<file path="src/sv/tsrb_pkg.sv">
// ----------------------------------------------------------------------------
// tsrb_pkg: shared types and constants
// Beat layouts, configuration register indexes, reset values and the
// reciprocal constant used to turn milliseconds into whole seconds.
// ----------------------------------------------------------------------------
package tsrb_pkg;

  // Configuration port
  localparam int CFG_IDX_W  = 3;
  localparam int CFG_DATA_W = 32;

  typedef enum logic [CFG_IDX_W-1:0] {
    CFG_RESPONSE_TIMEOUT = 3'd0,
    CFG_RESYNC_INTERVAL  = 3'd1,
    CFG_INITIAL_BACKOFF  = 3'd2,
    CFG_BACKOFF_CAP      = 3'd3
  } cfg_idx_t;

  // Register reset values
  localparam logic [15:0] RST_RESPONSE_TIMEOUT = 16'd250;
  localparam logic [31:0] RST_RESYNC_INTERVAL  = 32'd3600000;
  localparam logic [15:0] RST_INITIAL_BACKOFF  = 16'd1000;
  localparam logic [15:0] RST_BACKOFF_CAP      = 16'd60000;

  // NTP era starts 70 years before the Unix epoch
  localparam logic [31:0] NTP_UNIX_OFFSET = 32'd2208988800;
  localparam logic [15:0] BACKOFF_MAX     = 16'hFFFF;

  // x / 1000 == (x * ceil(2^38 / 1000)) >> 38 for every 32-bit x
  localparam int          DIV_MAGIC_W = 29;
  localparam logic [DIV_MAGIC_W-1:0] DIV1000_MAGIC = 29'd274877907;
  localparam int          DIV_SHIFT   = 38;
  localparam int          PROD_W      = 32 + DIV_MAGIC_W;
  localparam int          QUOT_W      = PROD_W - DIV_SHIFT;

  // Input beat
  typedef struct packed {
    logic [31:0] now_ms;
    logic        resolver_ready;
    logic        primary_resolves;
    logic        secondary_resolves;
    logic        send_ok;
    logic        reply_valid;
    logic [31:0] reply_seconds;
    logic [7:0]  jitter_ms;
  } in_item_t;

  // Result beat
  typedef struct packed {
    logic        synced;
    logic        is_ready;
    logic [31:0] current_epoch;
    logic        request_sent;
    logic        to_primary;
    logic        awaiting_reply;
    logic [31:0] next_try_ms;
    logic [15:0] backoff_now;
  } out_item_t;

  // Outcome of one poll from the scheduler, before the epoch is formed
  typedef struct packed {
    logic        synced;
    logic        is_ready;
    logic        request_sent;
    logic        to_primary;
    logic        awaiting_reply;
    logic [31:0] next_try_ms;
    logic [15:0] backoff_now;
    logic [31:0] epoch_base;
    logic [31:0] since_sync_ms;
  } sched_res_t;

endpackage

</file>
<file path="src/sv/tsrb_sched.sv">
// ----------------------------------------------------------------------------
// tsrb_sched: retry and backoff scheduler
// Holds the configuration and sync state, and works out the effect of one
// poll. State advances on commit.
// ----------------------------------------------------------------------------
module tsrb_sched import tsrb_pkg::*; (
  input  logic                  clk,
  input  logic                  rst_n,
  input  logic                  cfg_we,
  input  logic [CFG_IDX_W-1:0]  cfg_idx,
  input  logic [CFG_DATA_W-1:0] cfg_wdata,
  input  in_item_t              poll,
  input  logic                  commit,
  output sched_res_t            res
);

  // Configuration registers
  logic [15:0] timeout_r;
  logic [31:0] resync_r;
  logic [15:0] init_bo_r;
  logic [15:0] cap_r;

  // Sync state
  logic        ready_r, ready_nxt;
  logic [31:0] epoch_r, epoch_nxt;
  logic [31:0] sync_time_r, sync_time_nxt;
  logic [31:0] next_try_r, next_try_nxt;
  logic [15:0] backoff_r, backoff_nxt;
  logic        waiting_r, waiting_nxt;
  logic [31:0] sent_time_r, sent_time_nxt;
  logic        prim_r, prim_nxt;

  logic        synced;
  logic        sent;

  // Backoff on failure: double, cap, add jitter, saturate
  logic [16:0] bo_dbl;
  logic [15:0] bo_capped;
  logic [16:0] bo_sum;
  logic [15:0] bo_fail;

  assign bo_dbl    = {backoff_r, 1'b0};
  assign bo_capped = (bo_dbl > {1'b0, cap_r}) ? cap_r : bo_dbl[15:0];
  assign bo_sum    = {1'b0, bo_capped} + {9'd0, poll.jitter_ms};
  assign bo_fail   = bo_sum[16] ? BACKOFF_MAX : bo_sum[15:0];

  // Next state for this poll
  always_comb begin
    logic sel_ok;
    logic oth_ok;
    logic resolved;
    logic prim_res;
    ready_nxt     = ready_r;
    epoch_nxt     = epoch_r;
    sync_time_nxt = sync_time_r;
    next_try_nxt  = next_try_r;
    backoff_nxt   = backoff_r;
    waiting_nxt   = waiting_r;
    sent_time_nxt = sent_time_r;
    prim_nxt      = prim_r;
    synced        = 1'b0;
    sent          = 1'b0;
    sel_ok        = prim_r ? poll.primary_resolves : poll.secondary_resolves;
    oth_ok        = prim_r ? poll.secondary_resolves : poll.primary_resolves;
    resolved      = poll.resolver_ready && (sel_ok || oth_ok);
    // fall back to the other server when only that one resolves
    prim_res      = (poll.resolver_ready && !sel_ok && oth_ok) ? !prim_r : prim_r;
    if (poll.now_ms >= next_try_r) begin
      if (waiting_r) begin
        if (poll.reply_valid) begin
          ready_nxt     = 1'b1;
          epoch_nxt     = poll.reply_seconds - NTP_UNIX_OFFSET;
          sync_time_nxt = poll.now_ms;
          backoff_nxt   = init_bo_r;
          next_try_nxt  = poll.now_ms + resync_r;
          waiting_nxt   = 1'b0;
          synced        = 1'b1;
        end else if ((poll.now_ms - sent_time_r) > {16'd0, timeout_r}) begin
          waiting_nxt  = 1'b0;
          prim_nxt     = !prim_r;
          backoff_nxt  = bo_fail;
          next_try_nxt = poll.now_ms + {16'd0, bo_fail};
        end
      end else if (!resolved || !poll.send_ok) begin
        prim_nxt     = !prim_res;
        backoff_nxt  = bo_fail;
        next_try_nxt = poll.now_ms + {16'd0, bo_fail};
      end else begin
        prim_nxt      = prim_res;
        waiting_nxt   = 1'b1;
        sent_time_nxt = poll.now_ms;
        sent          = 1'b1;
      end
    end
  end

  // Report the state after the poll
  always_comb begin
    res.synced         = synced;
    res.is_ready       = ready_nxt;
    res.request_sent   = sent;
    res.to_primary     = prim_nxt;
    res.awaiting_reply = waiting_nxt;
    res.next_try_ms    = next_try_nxt;
    res.backoff_now    = backoff_nxt;
    res.epoch_base     = epoch_nxt;
    res.since_sync_ms  = poll.now_ms - sync_time_nxt;
  end

  // Configuration writes
  always_ff @(posedge clk) begin
    if (!rst_n) begin
      timeout_r <= RST_RESPONSE_TIMEOUT;
      resync_r  <= RST_RESYNC_INTERVAL;
      init_bo_r <= RST_INITIAL_BACKOFF;
      cap_r     <= RST_BACKOFF_CAP;
    end else if (cfg_we) begin
      case (cfg_idx)
        CFG_RESPONSE_TIMEOUT: timeout_r <= cfg_wdata[15:0];
        CFG_RESYNC_INTERVAL:  resync_r  <= cfg_wdata[31:0];
        CFG_INITIAL_BACKOFF:  init_bo_r <= cfg_wdata[15:0];
        CFG_BACKOFF_CAP:      cap_r     <= cfg_wdata[15:0];
        default: ;
      endcase
    end
  end

  // Advance sync state on commit
  always_ff @(posedge clk) begin
    if (!rst_n) begin
      ready_r     <= 1'b0;
      epoch_r     <= '0;
      sync_time_r <= '0;
      next_try_r  <= '0;
      backoff_r   <= RST_INITIAL_BACKOFF;
      waiting_r   <= 1'b0;
      sent_time_r <= '0;
      prim_r      <= 1'b1;
    end else if (commit) begin
      ready_r     <= ready_nxt;
      epoch_r     <= epoch_nxt;
      sync_time_r <= sync_time_nxt;
      next_try_r  <= next_try_nxt;
      backoff_r   <= backoff_nxt;
      waiting_r   <= waiting_nxt;
      sent_time_r <= sent_time_nxt;
      prim_r      <= prim_nxt;
    end
  end

endmodule

</file>
<file path="src/sv/time_sync_retry_backoff_controller_unit.sv">
// ----------------------------------------------------------------------------
// time_sync_retry_backoff_controller_unit: time-sync retry and backoff control
// Top level: input register, scheduler stage, seconds divide stage and
// result register, with per-stage flow control.
// ----------------------------------------------------------------------------
// The block takes one poll beat per clock when no stall holds it and returns
// exactly one result beat per poll, in order. Once a poll is accepted, the
// poll is registered, the scheduler updates the sync state and registers the
// outcome, the elapsed milliseconds are multiplied by a fixed reciprocal to
// get whole seconds, and the epoch sum lands in the result register. The
// scheduler state updates as each poll moves on, which sets the rate of one
// poll per cycle. Each stage moves when the one after it is empty or moving,
// so a stalled result does not stop polls from filling the stages behind it.
// Write configuration only while no poll is in flight.
module time_sync_retry_backoff_controller_unit import tsrb_pkg::*; (
  input  logic                  clk,
  input  logic                  rst_n,
  input  logic                  in_valid,
  output logic                  in_stall,
  input  in_item_t              in_data,
  output logic                  out_valid,
  input  logic                  out_stall,
  output out_item_t             out_data,
  input  logic                  cfg_we,
  input  logic [CFG_IDX_W-1:0]  cfg_idx,
  input  logic [CFG_DATA_W-1:0] cfg_wdata
);

  typedef struct packed {
    logic        synced;
    logic        is_ready;
    logic        request_sent;
    logic        to_primary;
    logic        awaiting_reply;
    logic [31:0] next_try_ms;
    logic [15:0] backoff_now;
    logic [31:0] epoch_base;
    logic [QUOT_W-1:0] secs;
  } div_stage_t;

  logic       s0_v_r;
  in_item_t   s0_r;
  logic       s1_v_r;
  sched_res_t s1_r;
  logic       s2_v_r;
  div_stage_t s2_r;
  logic       out_v_r;
  out_item_t  out_r;

  logic       out_rdy, s2_rdy, s1_rdy, s0_rdy;
  logic       in_acc, s0_mv, s1_mv, s2_mv;
  sched_res_t sched_res;
  logic [PROD_W-1:0] prod;

  // Flow control: a stage takes a beat when empty or emptying
  assign out_rdy = !out_v_r || !out_stall;
  assign s2_rdy  = !s2_v_r || out_rdy;
  assign s1_rdy  = !s1_v_r || s2_rdy;
  assign s0_rdy  = !s0_v_r || s1_rdy;
  assign in_stall = !s0_rdy;

  assign in_acc = in_valid && s0_rdy;
  assign s0_mv  = s0_v_r && s1_rdy;
  assign s1_mv  = s1_v_r && s2_rdy;
  assign s2_mv  = s2_v_r && out_rdy;

  tsrb_sched u_sched (
    .clk       (clk),
    .rst_n     (rst_n),
    .cfg_we    (cfg_we),
    .cfg_idx   (cfg_idx),
    .cfg_wdata (cfg_wdata),
    .poll      (s0_r),
    .commit    (s0_mv),
    .res       (sched_res)
  );

  // Whole seconds since sync via reciprocal multiply
  assign prod = PROD_W'(s1_r.since_sync_ms) * PROD_W'(DIV1000_MAGIC);

  // Valid bits
  always_ff @(posedge clk) begin
    if (!rst_n) begin
      s0_v_r  <= 1'b0;
      s1_v_r  <= 1'b0;
      s2_v_r  <= 1'b0;
      out_v_r <= 1'b0;
    end else begin
      if (in_acc) begin
        s0_v_r <= 1'b1;
      end else if (s0_mv) begin
        s0_v_r <= 1'b0;
      end
      if (s0_mv) begin
        s1_v_r <= 1'b1;
      end else if (s1_mv) begin
        s1_v_r <= 1'b0;
      end
      if (s1_mv) begin
        s2_v_r <= 1'b1;
      end else if (s2_mv) begin
        s2_v_r <= 1'b0;
      end
      if (s2_mv) begin
        out_v_r <= 1'b1;
      end else if (!out_stall) begin
        out_v_r <= 1'b0;
      end
    end
  end

  // Payload registers: load on move, hold otherwise
  always_ff @(posedge clk) begin
    if (in_acc) begin
      s0_r <= in_data;
    end
    if (s0_mv) begin
      s1_r <= sched_res;
    end
    if (s1_mv) begin
      s2_r.synced         <= s1_r.synced;
      s2_r.is_ready       <= s1_r.is_ready;
      s2_r.request_sent   <= s1_r.request_sent;
      s2_r.to_primary     <= s1_r.to_primary;
      s2_r.awaiting_reply <= s1_r.awaiting_reply;
      s2_r.next_try_ms    <= s1_r.next_try_ms;
      s2_r.backoff_now    <= s1_r.backoff_now;
      s2_r.epoch_base     <= s1_r.epoch_base;
      s2_r.secs           <= prod[PROD_W-1:DIV_SHIFT];
    end
    if (s2_mv) begin
      out_r.synced         <= s2_r.synced;
      out_r.is_ready       <= s2_r.is_ready;
      out_r.current_epoch  <= s2_r.is_ready ? (s2_r.epoch_base + 32'(s2_r.secs)) : 32'd0;
      out_r.request_sent   <= s2_r.request_sent;
      out_r.to_primary     <= s2_r.to_primary;
      out_r.awaiting_reply <= s2_r.awaiting_reply;
      out_r.next_try_ms    <= s2_r.next_try_ms;
      out_r.backoff_now    <= s2_r.backoff_now;
    end
  end

  assign out_valid = out_v_r;
  assign out_data  = out_r;

endmodule

</file>
<file path="config.mk">
export PLATFORM = sky130hd
export DESIGN_NAME = time_sync_retry_backoff_controller_unit
export DESIGN_NICKNAME = d
export VERILOG_FILES = /design/src/sv/tsrb_pkg.sv /design/src/sv/tsrb_sched.sv /design/src/sv/time_sync_retry_backoff_controller_unit.sv
export SDC_FILE = /design/constraint.sdc
export NUM_CORES = 2
export LEC_CHECK = 0
export BUFFER_PORTS_ARGS = -buffer_cell sky130_fd_sc_hd__buf_2
export CORE_UTILIZATION = 35
export CTS_BUF_LIST = sky130_fd_sc_hd__clkbuf_8
export DETAILED_ROUTE_END_ITERATION = 10
export SYNTH_ARGS = -nofsm -noshare
export SYNTH_HDL_FRONTEND = slang
export SYNTH_HIERARCHICAL = 1
export SYNTH_SLANG_ARGS = --single-unit
</file>
<file path="constraint.sdc">
create_clock -name clk -period 16.42 [get_ports clk]
set_input_delay 1.642 -clock clk [delete_from_list [all_inputs] [get_ports clk]]
set_output_delay 1.642 -clock clk [all_outputs]
set_load 0.02 [all_outputs]
</file>
### After elaboration in Yosys (flattened, before gate mapping)

Index checks and enable logic that the tools add are counted.

* multiply operators: 1
* equality and inequality tests: 4
* multiplexer cells: 43
* reductions and logical operators: 35
* add/subtract/negate cells: 7
* $lt $le $gt $ge: 3
* bitwise logic cells: 3

Operator list (count)
* $mux 32: 11
* $mux 16: 7
* $sub 32x32->32: 2
* $mul 32x29->61 const B: 1
* $add 32x16->32: 1
* $add 32x23->32: 1
* $add 32x32->32: 1
* $ge 32x32->1: 1
* $gt 32x16->1: 1
* $sub 32x32->32 const B: 1
* $mux 1: 25
* $add 16x8->17: 1
* $gt 17x16->1: 1
* $logic_not 1->1: 11
* $reduce_and 2->1: 5
* $logic_and 1x1->1: 7
* $eq 3x2->1 const B: 2
* $logic_or 1x1->1: 6
* $reduce_bool 2->1: 3
* $reduce_and 4->1: 1
* $eq 3x1->1 const B: 1
* $logic_not 3->1: 1
* $not 1->1: 3
* $ne 2x1->1 const B: 1
* $reduce_or 2->1: 1

* bits in registers: 618
* input bits: 117
* word-level logic and storage cells: 146
* output and inout bits: 87

### Longest topological paths before layout

* word-level depth: 9
* gate-level depth with buffers: 36
* depth with buffers taken out: 34

### Hierarchy

The synthesis kept the hierarchy.

By module, submodules not included
* time_sync_retry_backoff_controller_unit: area an instance 28005.6 µm², instances 1, cells each 2141, sequential area each 11701.2 µm²
* tsrb_sched: area an instance 19727.7 µm², instances 1, cells each 2737, sequential area each 4544.4 µm²

### Worst setup path after synthesis

Ideal clock, no wire load.

* path type: input to register
* from: input port out_stall
* to: register u_sched.sent_time_r[16]
* slack: 4.375 ns
* data required time: 16.350 ns
* arrival: 11.975 ns
* stages on the path: 9
* buffers on the path: 3
* cells stage by stage: and3_1 > a21boi_0 > clkbuf_1 > inv_1 > clkbuf_1 > nor3_1 > clkbuf_1 > nand2_1 > a21oi_1

* cells in the longest elaborated chain, start to end: 6

RTL lines
* start: declaration: RTL line time_sync_retry_backoff_controller_unit.sv:22 `input logic out_stall,`
* $logic_not 1->1
* $logic_or 1x1->1: RTL line time_sync_retry_backoff_controller_unit.sv:56 `assign out_rdy = !out_v_r || !out_stall;`
* $logic_or 1x1->1: RTL line time_sync_retry_backoff_controller_unit.sv:57 `assign s2_rdy = !s2_v_r || out_rdy;`
* $logic_or 1x1->1: RTL line time_sync_retry_backoff_controller_unit.sv:58 `assign s1_rdy = !s1_v_r || s2_rdy;`
* $logic_and 1x1->1: RTL line time_sync_retry_backoff_controller_unit.sv:63 `assign s0_mv = s0_v_r && s1_rdy;`
* via s0_mv: RTL line time_sync_retry_backoff_controller_unit.sv:51 `logic in_acc, s0_mv, s1_mv, s2_mv;`
* $reduce_and 4->1 (no line)
* end signal: assignment: RTL line tsrb_sched.sv:146 `sent_time_r <= sent_time_nxt;`
* end: declaration: RTL line tsrb_sched.sv:30 `logic [31:0] sent_time_r, sent_time_nxt;`

The timed path passes the listed nets, and every way through them passes these cells.
A chain may end at the register's enable or synchronous reset.

==> results.txt <==
status - complete, no violations
Reg2Reg Depth - 34
Die W - 371 um
Post-Syn Instances - 4878
RSZ-0062 raised after global routing - false
Post-CTS Setup Bufs - 0
crit path DAT - 8.78 ns
TritonCTS Buffers - 102
Setup crit end kind - flop
1st-pass router iterations - 6
Final period util - 0.498
vias in the first global route - 36500
via count - 37000
worst min path class - reg -> reg
Post-synth EDFFs - 387
max capacitance violation total - 0
first-pass GRT wire length - 214000 um
Layout Nets - 6106
syn nets - 5891
Clk Tree Root Cell - clkbuf_8
WL met3 - 8060 um
Initial Util - 0.353
Worst-Margin Slew - 1.11 ns
Crit path largest cell delay - 0.48 ns
Async SR Flop Fraction - 0
Synth cell types - 102
Synth area leader - edfxtp_1
WL met2 - 63900 um
Seq/Total Area, Yosys - 0.340
FF+latch count, synth - 618
uppermost layer routed - met4
M1 WL - 64200 um
Most used DFF post-synth - edfxtp_1
Die Height - 371 um
Synthesis Warnings - 6
RePlAce Congestion - 0.926
netlist area before placement - 47700 sq um
worst-path maximum fanout - 8
WHS Path Cells - 0
CP Class - reg -> reg
CORE AREA - 135000 sq um
CP Launch Type - flop
Clock Latency Late Sink - 0.80 ns
final WL - 141000 um
Ports - 204
global-route usage over all layers - 0.203
Hold Vio Cnt, Final - 0
largest family of logic cells by synthesized area - adder cells
CTS tree - done
CP dominant cell by count - inv_1
CTS Buffer Depth - 3
Setup Viol. Count Final - 0
Synth top area share - 0.243
Via density - 5.31
CTS sink count - 618
max frequency - 122 MHz
# DRC - 0
xor and xnor area share after synthesis - 0.0308
flop2flop setup slack - 8.24 ns
HPWL after detailed placement - 108000 um
RR Endpoint - s1_r[106]
RR Startpoint - u_sched/cap_r[14]
average wire per standard cell - 20.3 um
Mean Syn Cell Area - 9.79 sq um
Area growth syn-to-layout - 11.5%
Area contributors post-synth - edfxtp_1 (24%), ha_1 (16%), fa_1 (13%), dfxtp_1 (9.7%), inv_1 (5.3%)
mux cell area share after synthesis - 0.0114
clk_skew - 0.0518 ns
fin. max-slew vios - 0
total die area - 138000 sq um
Max-slew headroom - 0.259
hold buffers post-CTS - 0
worst hold endpoint - out_data[33]
FP Rows - 135
Crit path required time - 17.02 ns
total congestion overflow - 0
DR iter-0 viols - 2790
Synth Area in Adders - 0.283
largest net degree at the start of global routing - 71
min-delay src - s2_r[88]
Compound-Gate Fraction of Synth Area - 0.152
H-tree depth - 3
Worst-path clk slew - 0.07 ns
IO buf count - 203
Fin Setup TNS - 0 ns
number of antenna violations at the first check in global routing - 4
share of layout cells above drive strength 1 - 0.0971
Synth Area in Simple Gates - 0.115
remaining antenna violation count - 0
post-CTS sizing - 0
critical path's slowest cell - a41oi_1
final worst path period need - 8.18 ns
==> worst max-delay path, delay by kind of cell, from the launching register on <==
kind | cells | cell delay (ns)
fa+ha+maj | 5 | 1.52
simple gates | 9 | 1.92
flops | 1 | 0.39
xor+xnor | 1 | 0.24
buf+inv | 4 | 0.38
mux | 1 | 0.19
compound gates | 14 | 3.31
==> placed cells by master (no fill, tap or decap), types with 50 or more instances in the layout <==
master / synthesis / final
a21o_1: 98 / 98
edfxtp_1: 387 / 387
nor2_1: 226 / 224
xnor2_1: 108 / 108
dfxtp_1: 231 / 231
mux2i_1: 50 / 50
nor3_1: 62 / 60
ha_1: 592 / 592
inv_1: 673 / 715
clkbuf_8: 0 / 116
nand4_1: 53 / 53
o21ai_0: 188 / 187
fa_1: 304 / 304
a21oi_1: 376 / 376
xor2_1: 60 / 60
buf_4: 6 / 72
buf_2: 16 / 203
nand3_1: 86 / 86
nand2_1: 525 / 523
==> per-stage QoR <==
step | instances | hold WS (ns) | setup slack [ns] | util | cell area (sq um)
floorplan | 4878 | 0.400 | 4.37 | - | 47700
global placement | 6770 | 0.400 | 8.42 | 0.376 | 50900
detailed placement | 6770 | 0.405 | 8.41 | 0.376 | 50900
CTS | 6963 | 0.415 | 8.32 | 0.393 | 53200
global route | 6966 | 0.418 | 7.41 | 0.393 | 53200
finish | 6966 | 0.413 | 8.24 | 0.393 | 53200
==> Yosys cell counts (40+ instances only) <==
master,count
dfxtp_1,231
mux2i_1,50
a21o_1,98
o211ai_1,44
xor2_1,60
nand4_1,53
inv_1,673
nand3_1,86
a21oi_1,376
o21ai_0,188
clkbuf_1,128
nand2_1,525
a211oi_1,40
xnor2_1,108
fa_1,304
ha_1,592
nor2_1,226
nor3_1,62
edfxtp_1,387
==> layout make-up <==
| type | count | area [sq um] |
|---|---|---|
| antenna | 3 | 7.51 |
| clock buffer | 116 | 1600 |
| clock inverter | 77 | 677 |
| fill | 13300 | 82100 |
| inverter | 674 | 2530 |
| multi-input combinational | 3422 | 28400 |
| sequential | 618 | 16200 |
| tap | 1781 | 2230 |
| timing repair buffer | 275 | 1560 |
==> sequential cells by signal, summed over array words and instances, names as in the netlist, 16 cells and up <==
| name | flops |
|---|---|
| s1_r | 117 |
| s2_r | 108 |
| out_data | 85 |
| s0_r | 77 |
| u_sched/epoch_r | 32 |
| u_sched/next_try_r | 32 |
| u_sched/resync_r | 32 |
| u_sched/sent_time_r | 32 |
| u_sched/sync_time_r | 32 |
| u_sched/backoff_r | 16 |
| u_sched/cap_r | 16 |
| u_sched/init_bo_r | 16 |
| u_sched/timeout_r | 16 |
==> cell families (layout without fill, tap and decap cells) <==
kind of cell,count (synthesis),after routing
other,0,3
AOI/OAI and AO/OA,1113,1113
muxes,54,54
xor gates and xnor gates,168,168
DFF,618,618
adders and majority gates,896,896
and+or+nand+nor,1191,1191
buffers and inverters,838,1142
==> how the worst max path moves through the flow <==
stage	slack (ns)	to	from	cells past startpoint
final	8.24	s1_r[106]	u_sched/cap_r[14]	34
after global routing	7.41	s1_r[106]	u_sched/cap_r[14]	34
after CTS	8.32	s1_r[106]	u_sched/cap_r[14]	34
after detailed placement	8.41	s1_r[106]	u_sched/cap_r[14]	34
after global placement	8.42	s1_r[106]	u_sched/cap_r[14]	34
after floorplan	4.37	u_sched/sent_time_r[16]	out_stall	9
==> metal layers <==
metal	global-route usage	vias to the layer above
li1	-	17500
met1	0.279	18000
met2	0.325	1213
met3	0.0271	260
met4	0.0728	0
met5	0	-
Power is left out: the tool's default activity adds up to more than one toggle a clock period on the data nets, which glitch-free logic cannot reach.
